[src/piecewise_power_law_rate_defines.svh]
`ifndef PIECEWISE_POWER_LAW_RATE_DEFINES_SVH
`define PIECEWISE_POWER_LAW_RATE_DEFINES_SVH

// same-cycle implication, reset masked
`define PPLR_ASSERT_NOW(name, ante, cons) \
  name: assert property (@(posedge clk) disable iff (!rst_n) (ante) |-> (cons)) \
    else $error("pplr check failed");

// next-cycle implication, reset masked
`define PPLR_ASSERT_NEXT(name, ante, cons) \
  name: assert property (@(posedge clk) disable iff (!rst_n) (ante) |=> (cons)) \
    else $error("pplr check failed");

`endif

[src/pplr_pkg.sv]
`default_nettype none
package pplr_pkg;

  localparam int MAX_SEGMENTS = 8;
  localparam int SEG_AW = $clog2(MAX_SEGMENTS);

  localparam logic CMD_LOAD = 1'b0;
  localparam logic CMD_EVAL = 1'b1;

  localparam logic CFG_PRESSURE_SCALE  = 1'b0;
  localparam logic CFG_SEGMENTS_IN_USE = 1'b1;

  localparam logic [31:0] SCALE_RESET = 32'h0001_0000;
  localparam logic [3:0]  SEGS_RESET  = 4'd1;
  localparam logic [47:0] RATE_MAX    = {48{1'b1}};

  typedef struct packed {
    logic               command;
    logic [2:0]         entry_index;
    logic [31:0]        bound_value;
    logic [31:0]        coefficient;
    logic signed [15:0] power_exponent;
    logic [31:0]        pressure;
  } in_word_t;

  typedef struct packed {
    logic [47:0] rate;
    logic [2:0]  segment_used;
    logic        saturated;
  } out_word_t;

  typedef struct packed {
    logic [31:0] bound;
    logic [31:0] coeff;
    logic [15:0] expo;
  } seg_entry_t;

  localparam int ENTRY_W = $bits(seg_entry_t);

  typedef enum logic [3:0] {
    ST_IDLE,
    ST_SCAN,
    ST_PICK,
    ST_FETCH,
    ST_LOG,
    ST_YMUL,
    ST_EXP_START,
    ST_EXP_WAIT,
    ST_CMUL,
    ST_SHIFT
  } state_t;

endpackage
`default_nettype wire

[src/pplr_sqrt.sv]
`default_nettype none
module pplr_sqrt import pplr_pkg::*; (
  input  wire logic        clk,
  input  wire logic        rst_n,
  input  wire logic        start,
  input  wire logic [63:0] operand,
  output logic             done,
  output logic [31:0]      root
);

  // one result bit per cycle, restoring method
  logic        busy_r, busy_nxt;
  logic        done_r, done_nxt;
  logic [4:0]  cnt_r, cnt_nxt;
  logic [63:0] v_r, v_nxt;
  logic [35:0] rem_r, rem_nxt;
  logic [31:0] root_r, root_nxt;
  logic [35:0] rem_sh;
  logic [35:0] trial;

  always_comb begin
    rem_sh   = {rem_r[33:0], v_r[63:62]};
    trial    = {2'b00, root_r, 2'b01};
    busy_nxt = busy_r;
    done_nxt = 1'b0;
    cnt_nxt  = cnt_r;
    v_nxt    = v_r;
    rem_nxt  = rem_r;
    root_nxt = root_r;
    if (start) begin
      busy_nxt = 1'b1;
      cnt_nxt  = 5'd31;
      v_nxt    = operand;
      rem_nxt  = '0;
      root_nxt = '0;
    end else if (busy_r) begin
      v_nxt = {v_r[61:0], 2'b00};
      if (rem_sh >= trial) begin
        rem_nxt  = rem_sh - trial;
        root_nxt = {root_r[30:0], 1'b1};
      end else begin
        rem_nxt  = rem_sh;
        root_nxt = {root_r[30:0], 1'b0};
      end
      cnt_nxt = cnt_r - 5'd1;
      if (cnt_r == 5'd0) begin
        busy_nxt = 1'b0;
        done_nxt = 1'b1;
      end
    end
  end

  always_ff @(posedge clk) begin
    if (!rst_n) begin
      busy_r <= 1'b0;
      done_r <= 1'b0;
    end else begin
      busy_r <= busy_nxt;
      done_r <= done_nxt;
    end
    cnt_r  <= cnt_nxt;
    v_r    <= v_nxt;
    rem_r  <= rem_nxt;
    root_r <= root_nxt;
  end

  assign done = done_r;
  assign root = root_r;

endmodule
`default_nettype wire

[config.mk]
export PLATFORM = sky130hd
export DESIGN_NAME = pplr_sqrt
export DESIGN_NICKNAME = d
export VERILOG_FILES = /design/src/piecewise_power_law_rate_defines.svh /design/src/pplr_pkg.sv /design/src/pplr_sqrt.sv
export SDC_FILE = /design/constraint.sdc
export NUM_CORES = 1
export LEC_CHECK = 0
export ABC_AREA = 0
export BUFFER_PORTS_ARGS = -buffer_cell sky130_fd_sc_hd__buf_2
export CAP_MARGIN = 20
export CORE_ASPECT_RATIO = 0.9
export CORE_MARGIN = 3
export CORE_UTILIZATION = 53
export DETAILED_ROUTE_END_ITERATION = 10
export HOLD_SLACK_MARGIN = 0.03
export PLACE_DENSITY_LB_ADDON = 0.25
export REMOVE_ABC_BUFFERS = 1
export SETUP_SLACK_MARGIN = 0.15
export SYNTH_ARGS = -nofsm -noshare
export SYNTH_HDL_FRONTEND = slang
export SYNTH_SLANG_ARGS = --single-unit
[constraint.sdc]
create_clock -name clk -period 2.9 [get_ports clk]
set_input_delay 0.58 -clock clk [delete_from_list [all_inputs] [get_ports clk]]
set_output_delay 0.58 -clock clk [all_outputs]
set_load 0.01 [all_outputs]
### Yosys cells after proc, flatten, opt, wreduce, memory -nomap -nowiden

Cells that the tools add are included.

* bits in writable memories: 0
* memory bits (read-only): 0
* register bits after elaboration: 137
* logic and storage cells: 22
* memories: 0
* output and inout port bits: 33
* latch bits: 0

* reductions and logical operators: 3
* shift-type cells: 0
* order comparisons: 1
* bitwise logic cells: 2
* eq/ne operators: 0
* $add $sub $neg: 2
* $mul: 0
* mux-type cells: 8
* divide/modulo/power cells: 0

Operators by type and width (number)
* $mux W64: 2
* $ge A36 B34 Y1: 1
* $mux W34: 1
* $sub A34 B34 Y34: 1
* $logic_not A5 Y1: 1
* $mux W1: 5
* $sub A5 B1 Y5 const B: 1
* $reduce_or A3 Y1: 1
* $not A1 Y1: 2
* $reduce_bool A2 Y1: 1

### Logic depth before layout (Yosys ltp)

Gate-level depths: netlist of run 1.

* word-level depth: 4
* depth in mapped cells: 14

### Least setup slack after synthesis of run 1

OpenSTA, ideal clock, no wires.

* kind: input to register
* start point: input port start
* end point: register v_r[0], enable pin
* arrival: 2374 ps
* setup slack: 108 ps
* cell stages on the path: 4
* path buffers: 2
* cell sequence: clkbuf_1 -> nor2_1 -> clkbuf_1 -> inv_1

* cells in the longest elaborated chain, start to end: 1

RTL lines
* start, declared: RTL line pplr_sqrt.sv:5 `input wire logic start,`
* $reduce_bool A2 Y1 (no line)
* end signal, assigned: RTL line pplr_sqrt.sv:62 `v_r <= v_nxt;`
* end, declared: RTL line pplr_sqrt.sv:15 `logic [63:0] v_r, v_nxt;`

No other way between the ends.
A chain may end at the register's enable or synchronous reset.

### Worst setup path after layout of run 1

* start point: register rem_r[29]
* end point: register rem_r[25]

* cells in the longest elaborated chain, start to end: 2

RTL lines
* start, declared: RTL line pplr_sqrt.sv:16 `logic [35:0] rem_r, rem_nxt;`
* start signal, assigned: RTL line pplr_sqrt.sv:63 `rem_r <= rem_nxt;`
* $ge A36 B34 Y1: RTL line pplr_sqrt.sv:38 `if (rem_sh >= trial) begin`
* $mux W34: RTL line pplr_sqrt.sv:38

No other way between the ends.

==> out/qor.yml, run 1 <==
power_and_ir_drop:
  worst_ir_drop_vdd_uv: 707
  power.density_mw_per_mm2: 1080
  power.leakage_nw: 4.06
  power_mw: 10.6
logic_synthesis:
  synth_top_area_share_pct: 25.7
  synth_area_leader_cell: "edfxtp_1"
  ys_ff_latch: 137
  async_flop_share_pct: 0
  synth_warnings: 0
  yosysMostFrequentCell: "nor2_1"
  synth_edf_count: 64
  avgSynthCellArea_um2: 10.1
  syn_inst: 740
  ys_top_cells_by_area: "edfxtp_1 (26%), dfxtp_1 (20%), mux2_2 (9.3%), ha_1 (5.9%), mux2i_1 (4.4%)"
  ys.flop_type: "dfxtp_1"
  seq_area_frac_synth_pct: 45.3
  synthTopCellsByCount: "nor2_1 (83), dfxtp_1 (73), edfxtp_1 (64), mux2_2 (62), nand2_1 (60)"
  syn_area_mm2: 0.00747
  synth_cell_types: 53
detailed_routing:
  firstDrtPassIters: 6
  wl_per_cell_um: 16.7
  via_per_inst: 5.60
  via_count: 6217
  postRouteWirelength_um: 18500
  drt_iter0_drc: 489
  drtAntennaViolNets: 0
  drt_drc_violations_left: 0
sta:
  fin_crit_ps: 2730
  skew_ps: 7.79
  fmax_mhz: 366
  worstMarginPinSlew_ps: 809
  rsz0062_at_grt: "yes"
  finalHoldViolCount: 0
  setup_violations: 0
  setup_slack_ps: 166
  finalSetupTns_ps: 0
  finalCritPeriodShare_pct: 94.3
  timing.hold.ws_ps: 410
  relSlewSlack_pct: 46.0
  drv_slew: 0
worst_setup_path:
  regToRegSetupSlack_ps: 170
  r2r_end: "rem_r[25]$_SDFFE_PP0P_"
  r2r_cells: 12
  r2r_start: "rem_r[29]$_SDFFE_PP0P_"
  worst-endpoint-arrival_ps: 3040
  path_class: "flip-flop to flip-flop"
  worst-path-max-fanout: 6
  start_kind: "flip-flop"
  critPathCaptureType: "flip-flop"
  cp.required_ps: 3200
finish:
  area_growth_syn_to_layout_pct: 32.1
  final_core_util_pct: 72.7
  final-instance-count-excl-fill: 1110
  fin_nets: 1010
  drive_gt1_share_pct: 42.5
  diodes: 0
  finalInstanceArea_mm2: 0.00986
clock_tree:
  clkTransAtPathRegs_ps: 60
  clock_path_buffers: 2
  cts_hold_buf: 0
  clock_latency_ps: 410
  htree_levels: 4
  cts_sinks: 137
  cts_buffers: 17
  cts-root-buf: "clkbuf_16"
  cts_tree: "yes"
floorplan:
  io_pins: 100
  start_util_pct: 55.1
  die-height_um: 119
  die_area_mm2: 0.0156
  core_mm2: 0.0136
  die_w_um: 131
  rows: 40
place:
  place_area_mm2: 0.00862
  finalWeightedCongestion: 0.886
  preCtsSetupSlack_ps: -80.5
  port-buffer-count: 99
  dp_hpwl_um: 11800
  dp.cells: 1063
global_routing:
  grt_pass1_wl_um: 28600
  grt_usage_pct: 22.0
  antenna_found_initial: 0
  grt-ovfl-total: 0
  grt_max_degree: 65
  grt_pass1_vias: 6041
min_path:
  hp-start: "rst_n"
  min_path_type: "primary input to flip-flop"
  whs_path_depth: 3
  min_to: "busy_r$_SDFF_PN0_"
run_status:
  status: "completed"
job:
  max_cap_viol_count: 0
-- state kept, by name, indices dropped and copies added (netlist names) --
name / flops
cnt_r: 5
root: 32
busy_r: 1
v_r: 64
done: 1
rem_r: 34
-- worst max path at each step --
stage,start,endpoint,slack (ps)
finish,rem_r[29]$_SDFFE_PP0P_,rem_r[25]$_SDFFE_PP0P_,170
global route,root[2]$_SDFFE_PP0P_,rem_r[10]$_SDFFE_PP0P_,60
CTS,root[28]$_SDFFE_PP0P_,rem_r[33]$_SDFFE_PP0P_,130
detailed placement,root[28]$_SDFFE_PP0P_,rem_r[12]$_SDFFE_PP0P_,-80
global placement,root[28]$_SDFFE_PP0P_,rem_r[2]$_SDFFE_PP0P_,50
floorplan,busy_r$_SDFF_PN0_,v_r[0]$_SDFFCE_PN0P_,-1840
-- cell families (layout without fill, tap and decap cells) --
kind of cell	count (synthesis)	in the layout	synth area share (%)
xor gates and xnor gates	31	31	3.64
muxes	95	95	13.8
and+or+nand+nor	207	207	12.5
adders and majority gates	35	35	5.86
AOI/OAI and AO/OA	153	153	14.3
buffers and inverters	82	263	4.62
DFF	137	137	45.3
-- report_power, final --
part	total, mW	internal [mW]	switching [mW]	leakage (nW)
combinational	5.94	2.87	3.07	2.52
sequential	2.52	2.30	0.212	1.26
clock	2.15	1.30	0.849	0.288
-- layer usage --
metal	vias up	global-route usage (%)	share of wire, %
met4	0	7.35	1.4
met5	-	0	0
li1	2998	-	-
met2	210	36.9	50
met1	2975	27.5	42
met3	34	6.26	6.8
-- what timing repair did --
action / CTS / global route
pin swaps: 3 / 36
endpoints found under the setup margin: 31 / 34
gates resized for setup: 12 / 106
setup buffers: 3 / 9
cloned: 0 / 3
-- final cells by class --
class | instances | area (um2)
sequential | 137 | 3430
inverter | 43 | 161
tap | 189 | 236
clock inverter | 13 | 144
clock buffer | 19 | 443
fill | 942 | 3700
timing repair buffer | 188 | 1250
multi-input combinational | 521 | 4200
-- cell usage in the layout (no fill, tap or decap), drive strengths merged, types with 3 or more instances in the layout --
master / count
buf: 187
nor2: 83
dfxtp: 73
edfxtp: 64
mux2: 62
nand2: 60
a21oi: 49
inv: 47
ha: 35
mux2i: 33
o21ai: 31
clkbuf: 20
xnor2: 17
a311oi: 16
xor2: 14
nand3: 11
a21o: 10
nand2b: 10
o21a: 9
nand4: 7
a211oi: 7
a32oi: 6
and3: 6
nor3: 6
clkinv: 6
nor2b: 5
or3: 5
o211ai: 5
a31oi: 4
and2: 4
o22ai: 3
o31ai: 3
nor4: 3
-- critical path, stage by stage (launching register included) --
cell       delay (ps)
dfxtp_1           450
ha_4              260
and3_1            200
nand2_2            90
nor4_2             50
a311o_1           290
a2111oi_4         380
buf_4             190
o31ai_4           110
buf_2             190
and3_1            180
mux2i_1           130
nand2_1            80
Note: power is estimated with default switching activity, not from simulation.
==> run 2, diff against run 1 <==
Settings changed: CELL_PAD_IN_SITES_DETAIL_PLACEMENT from default to 1, CELL_PAD_IN_SITES_GLOBAL_PLACEMENT from default to 1, CORE_MARGIN 3 to default, CORE_UTILIZATION 53 to 41, SLEW_MARGIN from default to 0.
==> out/qor.yml, run 2 (same netlist as run 1, synthesis figures left out) <==
finish:
  finalInstanceArea_mm2: 0.0105
  n_fill_cell: 1925
  diodes: 0
  fin_nets: 1045
  multi_input_area_mm2: 0.00443
  layout_common_cells: "buf_4 (110), buf_2 (98), nor2_1 (74), edfxtp_1 (64), mux2_2 (62)"
  drive_gt1_share_pct: 49.1
  top_register: "v_r"
  layout_commonest_cell: "buf_4"
  seqCellArea_mm2: 0.00343
  area_growth_syn_to_layout_pct: 40.6
  largest_register_ffs: 64
detailed_routing:
  via_count: 6549
  drtAntennaViolNets: 0
  drt_drc_violations_left: 0
  via_per_inst: 5.48
  postRouteWirelength_um: 24100
  wl_per_cell_um: 20.2
  firstDrtPassIters: 4
  drt_iter0_drc: 278
worst_setup_path:
  worst-endpoint-arrival_ps: 3260
  cp.required_ps: 3240
  cp_common_cell: "a211oi_2"
  slowest_delay_ps: 460
  critPathCaptureType: "flip-flop"
  path_cells: "ha_4 > nand4_1 > a211oi_2 > buf_4 > o31ai_4 > o211ai_2 > a211oi_2 > o31a_1 > buf_6 > buf_12 > nand2_1 > a311oi_2"
  start_kind: "flip-flop"
  worst-path-max-fanout: 5
  path_class: "flip-flop to flip-flop"
  crit_path_top_delay_cell: "dfxtp_1"
sta:
  worstMarginPinSlew_ps: 564
  fmax_mhz: 342
  rsz0062_at_grt: "yes"
  finalHoldViolCount: 0
  relSlewSlack_pct: 62.4
  setup_slack_ps: -22.4
  setup_violations: 3
  finalCritPeriodShare_pct: 101
  skew_ps: 9.65
  fin_crit_ps: 2920
  drv_slew: 0
power_and_ir_drop:
  p_int_mw: 7.23
  worst_ir_drop_vdd_uv: 822
  pwr-share-comb_pct: 62.4
  switching_share_pct: 41.8
  p_switching_mw: 5.20
  seqPwrFrac_pct: 20.7
  pwr-share-clk_pct: 16.9
  power_mw: 12.4
  power.density_mw_per_mm2: 1190
  power.leakage_nw: 4.36
clock_tree:
  cts-root-buf: "clkbuf_16"
  htree_levels: 4
  clkTransAtPathRegs_ps: 70
  cts_buffers: 17
  clock_latency_ps: 430
  cts_sinks: 137
  cts_tree: "yes"
  clock_path_buffers: 2
floorplan:
  io_pins: 100
  start_util_pct: 42.1
  die-height_um: 130
  core_mm2: 0.0177
  die_w_um: 144
  rows: 46
  die_area_mm2: 0.0188
place:
  dp_hpwl_um: 14500
  place_area_mm2: 0.00882
  finalWeightedCongestion: 0.902
  port-buffer-count: 99
global_routing:
  grt_usage_pct: 23.8
  grt_pass1_wl_um: 34100
  grt_pass1_vias: 6808
  grt_max_degree: 85
  grt-ovfl-total: 0
  antenna_found_initial: 0
job:
  max_cap_viol_count: 0
run_status:
  status: "finished with violations"
  violations: "negative setup slack"
min_path:
  min_path_type: "primary input to flip-flop"
## run 2: changes by cell type in the layout (fill, tap and decap cells not counted), moves of 6 or more
cell,change
a21oi_1,-10
a21oi_2,+9
a311oi_1,-6
buf_4,+31
nand2_1,-11
nand2_4,+7
nor2_1,-6
o21ai_0,-10
o21ai_1,+12
## run 2: final cells by class
class	instances	share of cell area [%]
Clock buffer	17	4.05
Clock inverter	15	1.25
Inverter	43	1.54
Multi-Input combinational cell	521	42.2
Sequential cell	137	32.7
Tap cell	240	2.86
Timing Repair Buffer	223	15.4
## run 2: timing repair
item | in CTS | in global routing
pin swaps | 16 | 51
setup buffers | 10 | 17
hold buffers | 0 | 0
cloned | 1 | 4
resized for setup | 41 | 147
setup endpoints to repair | 35 | 35
## run 2: final timing paths
path / from / to / slack (ps) / cells after the start
max reg2reg: rem_r[5]$_SDFFE_PP0P_ / rem_r[7]$_SDFFE_PP0P_ / -20 / 12
max: rem_r[5]$_SDFFE_PP0P_ / rem_r[7]$_SDFFE_PP0P_ / -20 / 12
min reg2reg: rem_r[16]$_SDFFE_PP0P_ / rem_r[16]$_SDFFE_PP0P_ / 500 / 2
min: rst_n / busy_r$_SDFF_PN0_ / 380 / 3
## run 2: routing by layer
layer / global-route usage, % / share of wire, % / vias up
li1: - / - / 3067
met2: 41.8 / 52 / 200
met5: 0 / 0 / -
met4: 9.10 / 3.1 / 0
met3: 6.86 / 5.1 / 59
met1: 27.4 / 40 / 3223
## run 2: worst max-delay path, delay by kind of cell, from the launching register on
kind | cells | cell delay, ps
compound gates | 6 | 1400
fa+ha+maj | 1 | 260
buf+inv | 3 | 470
flops | 1 | 460
simple gates | 2 | 210
## run 2: stage by stage
stage,util [%],instances,setup TNS [ps],setup slack (ps),hold slack (ps)
2_1_floorplan,-,701,-133830,-1840,451
3_3_place_gp,49.7,1132,0,2.07,477
3_5_place_dp,49.7,1132,-2090,-151,483
4_1_cts,54.4,1175,0,130,373
5_1_grt,59.2,1196,-1480,-109,389
6_report,59.2,1196,-44.3,-22.4,384
## run 2: power by group through the flow
stage / sequential [mW] / combinational (mW) / clock [mW]
after floorplan: 2.47 / 3.04 / 0
after global placement: 2.50 / 4.64 / 0
after detailed placement: 2.51 / 4.85 / 0
after CTS: 2.49 / 5.72 / 2.14
after global routing: 2.60 / 8.18 / 2.22
final: 2.58 / 7.76 / 2.10
