## src/piecewise_power_law_rate_defines.svh

```systemverilog
`ifndef PIECEWISE_POWER_LAW_RATE_DEFINES_SVH
`define PIECEWISE_POWER_LAW_RATE_DEFINES_SVH

// same-cycle implication, reset masked
`define PPLR_ASSERT_NOW(name, ante, cons) \
  name: assert property (@(posedge clk) disable iff (!rst_n) (ante) |-> (cons)) \
    else $error("pplr check failed");

// next-cycle implication, reset masked
`define PPLR_ASSERT_NEXT(name, ante, cons) \
  name: assert property (@(posedge clk) disable iff (!rst_n) (ante) |=> (cons)) \
    else $error("pplr check failed");

`endif

```

## src/pplr_ram.sv

```systemverilog
`default_nettype none
module pplr_ram #(
  parameter int WIDTH = 8,
  parameter int DEPTH = 8
) (
  input  wire logic                     clk,
  input  wire logic                     we,
  input  wire logic [$clog2(DEPTH)-1:0] waddr,
  input  wire logic [WIDTH-1:0]         wdata,
  input  wire logic [$clog2(DEPTH)-1:0] raddr,
  output logic      [WIDTH-1:0]         rdata
);

  logic [WIDTH-1:0] mem [DEPTH];

  always_ff @(posedge clk) begin
    if (we) begin
      mem[waddr] <= wdata;
    end
    rdata <= mem[raddr];
  end

endmodule
`default_nettype wire

```

## config.mk

```make
export PLATFORM = sky130hd
export DESIGN_NAME = pplr_ram
export DESIGN_NICKNAME = d
export VERILOG_FILES = /design/src/piecewise_power_law_rate_defines.svh /design/src/pplr_ram.sv
export SDC_FILE = /design/constraint.sdc
export NUM_CORES = 1
export LEC_CHECK = 0
export BUFFER_PORTS_ARGS = -buffer_cell sky130_fd_sc_hd__buf_2
export CAP_MARGIN = 20
export CORE_MARGIN = 1
export CORE_UTILIZATION = 60
export DETAILED_ROUTE_END_ITERATION = 7
export GPL_TIMING_DRIVEN = 1
export PLACE_DENSITY = 0.85
export SETUP_SLACK_MARGIN = 0.2
export SLEW_MARGIN = 20
export SYNTH_ARGS = -nofsm -noshare
export SYNTH_HDL_FRONTEND = slang
export SYNTH_SLANG_ARGS = --single-unit
export TNS_END_PERCENT = 20
```

## constraint.sdc

```tcl
create_clock -name clk -period 4 [get_ports clk]
set_input_delay 0.8 -clock clk [delete_from_list [all_inputs] [get_ports clk]]
set_output_delay 0.8 -clock clk [all_outputs]
set_load 0.1 [all_outputs]
```

After elaboration in Yosys (flattened, before gate mapping)
Memories as Yosys holds them, arrays and structs flattened. A register that Yosys moved wholly into a read port is not among the register bits. Cells that the tools add are included.

RAM bits: 64. Input bits: 16. Bits in registers: 0. Memories: 1. Output and inout port bits: 8.

Mux-type cells: 2.

Memories: mem (depth 8, bits a word 8, read ports 1, clocked after memory_dff 1, write ports 1, line pplr_ram.sv:14) `logic [WIDTH-1:0] mem [DEPTH];`.

Operators with widths (number): $mux W1 (2).

Longest topological paths before layout
Gate-level depths: netlist of run 1.

Depth in word-level cells: 2. Mapped depth: 4. Depth with buffers taken out: 2.

Worst setup path before layout of run 1
No wires, ideal clock.

Kind: input port to flip-flop. Start point: input waddr[2]. End point: memory mem[0][0], enable pin. Cell stages on the path: 2. Path slack: 2.039 ns. Arrival: 1.577 ns. Buffers on the path: 0. Cell sequence: nand2b_1 > nor3_1.

RTL lines: from (decl) (line pplr_ram.sv:8) `input wire logic [$clog2(DEPTH)-1:0] waddr,`; to (decl) (line pplr_ram.sv:14).

Straight into the memory's write port.

==> results of run 1 <==
-- state kept, by name, summed over array words and instances (netlist names) --
| name | count |
|---|---|
| rdata | 8 |
| mem | 64 |
-- worst max-delay path, delay by kind of cell --
family	cells	cell delay, ns
muxes	2	0.90
buffers and inverters	1	0.39
-- synth_stat cells, drive strengths merged --
cell type and instances:
buf 4, clkbuf 1, dfxtp 8, edfxtp 64, mux2 8, mux4 16, nand2 2, nand2b 3
nor2 6, nor3 2
-- cell usage in the layout, fill, tap and decap left out --
| master | synthesis | final |
|---|---|---|
| buf_2 | 1 | 23 |
| clkbuf_1 | 1 | 2 |
| clkbuf_8 | 0 | 12 |
| clkinv_2 | 0 | 1 |
| clkinvlp_4 | 0 | 1 |
| dfxtp_1 | 8 | 8 |
| edfxtp_1 | 64 | 64 |
| mux2_2 | 8 | 8 |
| mux4_1 | 15 | 15 |
| mux4_2 | 1 | 1 |
| nand2_1 | 2 | 2 |
| nand2b_1 | 3 | 3 |
| nor2_1 | 6 | 6 |
| nor3_2 | 0 | 2 |
-- through the flow --
stage	hold slack, ns	setup WS [ns]
after floorplan	0.641	2.04
after global placement	0.654	1.69
after CTS	0.681	1.92
after global routing	0.707	2.07
after detailed placement	0.665	1.58
final	0.669	2.11
-- power by group --
group / leakage, nW / internal (mW) / total (mW) / switching [mW]
Combinational: 0.310 / 0.0381 / 0.139 / 0.101
Clock: 0.0927 / 0.276 / 0.514 / 0.238
Sequential: 0.649 / 0.849 / 0.855 / 0.00623
Total: 1.05 / 1.16 / 1.51 / 0.345
-- area by class of cell --
| cell class | count | area (um2) |
|---|---|---|
| clock buffer | 14 | 173 |
| clock inverter | 2 | 12.5 |
| fill | 235 | 1120 |
| multi-input combinational | 37 | 576 |
| sequential | 72 | 2080 |
| tap | 50 | 62.6 |
| timing repair buffer | 23 | 115 |
-- cell families after synthesis --
logic type             after synthesis  share of synthesized area
DFF                                 72                      0.774
muxes                               24                      0.188
and+or+nand+nor                     13                     0.0219
buffers and inverters                5                     0.0163
-- routing by layer --
layer  track usage  share of wire
met1         0.276           0.45
met2         0.301           0.51
met4        0.0918         0.0053
met3        0.0592          0.032
met5             0              0
-- path summary, 6_finish.rpt --
check	to	slack (ns)	cells past startpoint
setup / recovery	rdata[5]	2.11	3
hold / removal	rdata[3]	0.67	2
setup reg to reg	rdata[5]	2.73	2
hold reg to reg	rdata[3]	0.67	2
==> results.json, run 1 <==
{
  "status": "finished clean",
  "nets": 159,
  "design_area_mm2": 0.00302,
  "clock_latency_ns": 0.33,
  "cts.sinks": 72,
  "leakage_nw": 1.05,
  "ys_warn_count": 0,
  "tightest_slew_ns": 0.895,
  "relSlewSlack": 0.401,
  "synth_seq_cells": 72,
  "grt_setup_unrepaired": "no",
  "diodes": 0,
  "start_util": 0.649,
  "post_cts_buffers": 0,
  "grt_start_max_net_pins": 17,
  "peakVddDrop_mv": 0.351,
  "power_mw": 1.51,
  "seq_area_frac_synth": 0.774,
  "vias": 1153,
  "numPortBuffers": 23,
  "synth_top_area_cell": "edfxtp_1",
  "synthDistinctLibCells": 14,
  "die_area_mm2": 0.00476,
  "root_buffer": "clkbuf_8",
  "placed_cells_incl_taps": 182,
  "grt_pass1_wl_um": 6100,
  "die_w_um": 69.0,
  "pin_count": 24,
  "dpl_cell_area_mm2": 0.00283,
  "dp_hpwl_um": 2520,
  "hp-start": "mem[7][3]",
  "critPathArrivalTime_ns": 2.10,
  "path_cells": "buf_2, mux4_1, mux2_2",
  "syn2layout_area_growth_pct": 12.2,
  "syn_inst": 114,
  "worst_path_max_delay_cell": "mux4_1",
  "tritoncts": "done",
  "final_cell_count_no_fill": 198,
  "cts_hold_buf": 0,
  "crit_path_end_kind": "flop",
  "viasPerCell": 5.82,
  "core_mm2": 0.00414,
  "setup_viol": 0,
  "final_core_util": 0.729,
  "fmax_ghz": 0.530,
  "antenna_found_initial": 0,
  "clock_skew_ns": 0.00917,
  "drv_slew": 0,
  "grt.total_usage": 0.201,
  "core.rowCount": 23,
  "drive_gt1_frac": 0.324,
  "startpoint": "raddr[0]",
  "setup_tns_ns": 0,
  "ant_nets": 0,
  "syn_nets": 130,
  "cpPeakStageDelay_ns": 0.62,
  "period_share": 0.472,
  "critPathMaxFanout": 16,
  "drt-wirelength-per-cell_um": 20.0,
  "period_needed_ns": 1.89,
  "drtIter0Drc": 65,
  "gp_congestion": 0.652,
  "critPathKind": "in -> reg",
  "grt_pass1_vias": 1158,
  "drtPass1Iterations": 4,
  "cts.clk_slew.worst_paths_ns": 0.08,
  "max-cap-violations": 0,
  "cp.required_ns": 4.21,
  "hold_viol_final": 0,
  "drc": 0,
  "mappedNetlistArea_mm2": 0.00269,
  "synth.avg_cell_area_um2": 23.6,
  "post_cts_resize_count": 0,
  "wl_um": 3960,
  "hold_path_class": "reg -> reg",
  "power_density_mw_per_mm2": 499,
  "r2r_start": "mem[1][5]",
  "grt_overflow_total": 0,
  "fp.dieH_um": 69.0,
  "clock_path_buffers": 2,
  "synthTopCellsByArea": "edfxtp_1, mux4_1, dfxtp_1",
  "h-tree-depth": 3,
  "cp-start-kind": "input port",
  "cts_made_buffers": 9,
  "yosysTopAreaCellShare": 0.714
}
(Power assumes the default switching activity.)
==> inputs of run 2 (changes only) <==
ABC_AREA = 1   (was default)
CORE_UTILIZATION = 53   (was 60)
PLACE_DENSITY = 0.8   (was 0.85)
clock period = 1.62 ns   (was 4 ns; I/O delays follow)
==> run 2 against run 1 <==
  * Clock power up 140%
  * Utilization is 11 points lower
  * Global-route usage rose by 1.2 points
  * Cell area is 14% higher
  * Wire length rose by 40%
  * Area after synthesis is 13% higher
==> results.json, run 2 <==
{
  "status": "finished clean",
  "synthDistinctLibCells": 11,
  "power_mw": 3.76,
  "crit_family": "buffers and inverters",
  "grt_pass1_vias": 1975,
  "die_area_mm2": 0.00606,
  "tritoncts": "done",
  "pin_count": 24,
  "nets": 353,
  "clock_latency_ns": 0.34,
  "hp-start": "wdata[6]",
  "clock_path_buffers": 2,
  "mostFrequentLayoutCells": "nand2_1, inv_1, edfxtp_1, nand3_1, buf_2",
  "hold_viol_final": 0,
  "dpl_cell_area_mm2": 0.00325,
  "tightest_slew_ns": 0.486,
  "gp_congestion": 0.778,
  "synthArstFlopShare": 0,
  "synth-main-ff-cell": "edfxtp_1",
  "dp_hpwl_um": 3480,
  "cts_hold_buf": 0,
  "hold_path_class": "in -> reg",
  "grt.total_usage": 0.213,
  "cp.required_ns": 1.30,
  "critPathKind": "reg -> out",
  "ys_warn_count": 0,
  "final_common_cell": "nand2_1",
  "crit_buf_inv": 1,
  "drt-wirelength-per-cell_um": 13.4,
  "synth.avg_cell_area_um2": 10.1,
  "mappedNetlistArea_mm2": 0.00305,
  "path_cells": "buf_2",
  "grt_start_max_net_pins": 33,
  "antenna_found_initial": 0,
  "wl_um": 5530,
  "grt_overflow_total": 0,
  "relSlewSlack": 0.679,
  "leakage_nw": 1.62,
  "r2r_cells": 6,
  "critPathMaxFanout": 1,
  "pre_cts_slack_ns": 0.297,
  "period_needed_ns": 1.41,
  "critPathArrivalTime_ns": 1.09,
  "start_util": 0.551,
  "root_buffer": "clkbuf_8",
  "h-tree-depth": 3,
  "syn_nets": 319,
  "cts.clk_slew.worst_paths_ns": 0.07,
  "drtIter0Drc": 112,
  "largest_reg_flops": 64,
  "hold_depth": 1,
  "diodes": 0,
  "drv_slew": 0,
  "drc": 0,
  "r2r_slack_ns": 0.76,
  "setup_viol": 0,
  "largest_registers": "mem x64, rdata x8",
  "cts.sinks": 72,
  "placed_cells_incl_taps": 398,
  "synthTopCellsByArea": "edfxtp_1, nand2_1, inv_1",
  "synth_seq_cells": 72,
  "fmax_ghz": 0.707,
  "r2r_start": "mem[5][6]",
  "synth_most_common_cell": "nand2_1",
  "setup_tns_ns": 0,
  "design_area_mm2": 0.00343,
  "yosysTopAreaCellShare": 0.630,
  "peakVddDrop_mv": 0.646,
  "grt_setup_unrepaired": "yes",
  "postLayoutSetupSlackWorst_ns": 0.205,
  "fp.dieH_um": 77.9,
  "clock_skew_ns": 0.00364,
  "final_cell_count_no_fill": 414,
  "syn_inst": 303,
  "syn2layout_area_growth_pct": 12.4,
  "power_density_mw_per_mm2": 1100,
  "cp-start-kind": "flop",
  "top_register": "mem",
  "drtPass1Iterations": 4,
  "die_w_um": 77.9,
  "fill_cells": 472,
  "grt_pass1_wl_um": 9140,
  "seq_area_frac_synth": 0.683,
  "period_share": 0.873,
  "worst_path_max_delay_cell": "buf_2",
  "synth_edf_count": 64,
  "vias": 1982,
  "viasPerCell": 4.79,
  "rr_endpoint": "rdata[6]",
  "numPortBuffers": 23,
  "crit_path_end_kind": "output pin",
  "max-cap-violations": 0,
  "ant_nets": 0,
  "post_cts_buffers": 0,
  "cts_made_buffers": 9,
  "min_to": "mem[2][6]",
  "cpPeakStageDelay_ns": 0.42,
  "synth_top_area_cell": "edfxtp_1",
  "core_mm2": 0.00554,
  "synth_common_cells": "nand2_1, inv_1, edfxtp_1, nand3_1",
  "core.rowCount": 27,
  "drive_gt1_frac": 0.146
}
[run 2: changes by cell type after synthesis, sizes merged, moves of 2 or more]
| cell | previous run | this run |
|---|---|---|
| buf | 4 | 11 |
| inv | 0 | 70 |
| mux2 | 8 | 0 |
| mux4 | 16 | 0 |
| nand2 | 2 | 110 |
| nand2b | 3 | 0 |
| nand3 | 0 | 32 |
| nor2 | 6 | 8 |
| nor3 | 2 | 0 |
[run 2: kinds of logic after synthesis]
kind of cell,synth area share
buf+inv,0.120
simple gates,0.198
flops,0.683
[run 2: worst max-delay path by stage]
stage,end,start,depth (start not counted)
after global placement,rdata[1],raddr[0],7
after floorplan,rdata[0],rdata[0],0
after detailed placement,rdata[7],raddr[0],7
after CTS,rdata[6],rdata[6],1
final,rdata[0],rdata[0],1
after global routing,rdata[5],rdata[5],1
[run 2: metrics by stage]
step	hold slack (ns)	utilization
final	0.238	0.619
after global routing	0.247	0.619
after CTS	0.224	0.618
after detailed placement	0.596	0.587
after global placement	0.596	0.587
after floorplan	0.423	-
[run 2: power breakdown]
| group | switching (mW) | internal [mW] | total [mW] |
|---|---|---|---|
| clock | 0.652 | 0.583 | 1.23 |
| combinational | 0.319 | 0.0966 | 0.415 |
| sequential | 0.0175 | 2.09 | 2.11 |
| total | 0.988 | 2.77 | 3.76 |
[run 2: layer usage]
metal	track usage	share of wire	vias up
met2	0.342	0.49	61
li1	-	-	998
met3	0.0388	0.054	12
met4	0.158	0.025	0
met5	0	0	-
met1	0.258	0.43	911
[run 2: what timing repair did]
item	in CTS	in global routing
cloned	0	0
gates resized for setup	1	1
setup endpoints to repair	3	6
[run 2: area by class of cell]
| type | instances | area (um2) | share of cell area |
|---|---|---|---|
| Tap cell | 72 | 90.1 | 0.0263 |
| Sequential cell | 72 | 2080 | 0.607 |
| Inverter | 70 | 265 | 0.0774 |
| Multi-Input combinational cell | 150 | 603 | 0.176 |
| Clock inverter | 6 | 35.0 | 0.0102 |
| Clock buffer | 10 | 138 | 0.0401 |
| Timing Repair Buffer | 34 | 215 | 0.0628 |
==> inputs of run 3 (changes only) <==
CORE_UTILIZATION = 50   (was 53)
PLACE_DENSITY = 0.76   (was 0.8)
REMOVE_ABC_BUFFERS = 1   (was default)
==> run 3 against run 2 <==
  * Combinational power fell by 1%
  * Global-route usage fell by 1.5 points
  * Wire length fell by 0.71%
  * Utilization fell by 4.1 points
  * Clock skew rose by 0.0036 ns
  * First-iteration DRC count rose by 15%
  * Critical endpoint is now rdata[7]
  * Largest cell class unchanged
  * Largest power group unchanged
  * Highest routed layer unchanged
==> results.json, run 3 (same netlist as run 2, synthesis figures left out) <==
{
  "clock_skew_ns": 0.00719,
  "die_w_um": 80.1,
  "wl_um": 5490,
  "antenna_found_initial": 0,
  "pre_cts_slack_ns": 0.268,
  "largest_registers": "mem x64, rdata x8",
  "hold_depth": 1,
  "design_area_mm2": 0.00340,
  "use_met3": 0.0352,
  "r2r_start": "mem[3][2]",
  "period_needed_ns": 1.38,
  "nets": 351,
  "tightest_slew_ns": 0.487,
  "pin_count": 24,
  "final_common_cell": "nand2_1",
  "vias": 1988,
  "drive_gt1_frac": 0.147,
  "grt_pass1_wl_um": 8980,
  "clock_latency_ns": 0.33,
  "drt-wirelength-per-cell_um": 13.2,
  "pwr-share-seq": 0.564,
  "grtUsageMet2": 0.311,
  "leakage_nw": 1.61,
  "crit_path_end_kind": "output pin",
  "postLayoutSetupSlackWorst_ns": 0.244,
  "dpl_cell_area_mm2": 0.00323,
  "setup_viol": 0,
  "peakVddDrop_mv": 0.574,
  "drtPass1Iterations": 4,
  "gp_congestion": 0.805,
  "grt_setup_unrepaired": "yes",
  "viasPerCell": 4.79,
  "critPathArrivalTime_ns": 1.05,
  "setup_tns_ns": 0,
  "post_cts_buffers": 0,
  "crit_buf_inv": 1,
  "clkPwrFrac": 0.326,
  "cts_hold_buf": 0,
  "cts.sinks": 72,
  "hold_viol_final": 0,
  "crit_family": "buffers and inverters",
  "cts_made_buffers": 9,
  "fp.dieH_um": 80.1,
  "power.internal_mw": 2.74,
  "p_switching_mw": 1.00,
  "r2r_cells": 6,
  "diodes": 0,
  "grt_start_max_net_pins": 33,
  "hold_path_class": "in -> reg",
  "grt.total_usage": 0.198,
  "path_cells": "buf_2",
  "core_mm2": 0.00589,
  "cpPeakStageDelay_ns": 0.41,
  "worst_path_max_delay_cell": "buf_2",
  "status": "finished clean",
  "top_register": "mem",
  "critPathMaxFanout": 1,
  "drtIter0Drc": 129,
  "cts.clk_slew.worst_paths_ns": 0.08,
  "grt_pass1_vias": 1982,
  "grt_overflow_total": 0,
  "die_area_mm2": 0.00642,
  "swShare": 0.268,
  "cp-start-kind": "flop",
  "ant_nets": 0,
  "r2r_slack_ns": 0.75,
  "startpoint": "rdata[7]",
  "rr_endpoint": "rdata[2]",
  "fmax_ghz": 0.727,
  "post_cts_resize_count": 1,
  "core.rowCount": 28,
  "mostFrequentLayoutCells": "nand2_1, inv_1, edfxtp_1, nand3_1, buf_2",
  "drv_slew": 0,
  "met1_usage": 0.244,
  "busiest_layer": "met2",
  "hp-start": "wdata[4]",
  "root_buffer": "clkbuf_8",
  "min_to": "mem[0][4]",
  "power_density_mw_per_mm2": 1100,
  "clock_path_buffers": 2,
  "tritoncts": "done",
  "max-cap-violations": 0,
  "comb_power_share": 0.109,
  "relSlewSlack": 0.678,
  "largest_reg_flops": 64,
  "numPortBuffers": 23,
  "h-tree-depth": 3,
  "syn2layout_area_growth_pct": 11.6,
  "drc": 0,
  "critPathKind": "reg -> out",
  "cp.required_ns": 1.30,
  "dp_hpwl_um": 3410,
  "start_util": 0.518,
  "period_share": 0.849
}
## run 3: cell count changes in the layout (fill, tap and decap cells not counted), sizes merged
cell      delta
clkinv       +1
clkinvlp     -1
buf          -2
clkbuf       -1
inv          +1
## run 3: worst max path at each step
stage                     depth (start not counted)       end
after floorplan                                   0  rdata[0]
after global placement                            7  rdata[7]
after detailed placement                          7  rdata[7]
after CTS                                         1  rdata[3]
after global routing                              1  rdata[0]
final                                             1  rdata[7]
## run 3: area by class of cell
| class | instances | area [um2] |
|---|---|---|
| inverter | 70 | 265 |
| sequential | 72 | 2080 |
| clock buffer | 9 | 124 |
| tap | 75 | 93.8 |
| clock inverter | 7 | 47.5 |
| timing repair buffer | 32 | 188 |
| fill | 506 | 2480 |
| multi-input combinational | 150 | 603 |
## run 3: power by group through the flow
stage / sequential [mW] / combinational (mW) / clock (mW)
after CTS: 2.11 / 0.410 / 1.24
after global placement: 2.15 / 0.396 / 0
after detailed placement: 2.15 / 0.407 / 0
final: 2.11 / 0.409 / 1.22
after floorplan: 2.30 / 0.127 / 0
after global routing: 2.12 / 0.450 / 1.32
## run 3: per-layer routing
metal,part of all wire,wire length (um)
met5,0,0
met1,0.42,2300
met2,0.51,2770
met3,0.049,271
met4,0.025,138
## run 3: metrics by stage
step	hold WS, ns	utilization	cells	power [mW]
floorplan	0.423	-	292	2.43
global placement	0.589	0.548	399	2.55
detailed placement	0.590	0.548	399	2.56
CTS	0.232	0.578	415	3.76
global route	0.246	0.578	415	3.88
finish	0.251	0.578	415	3.74
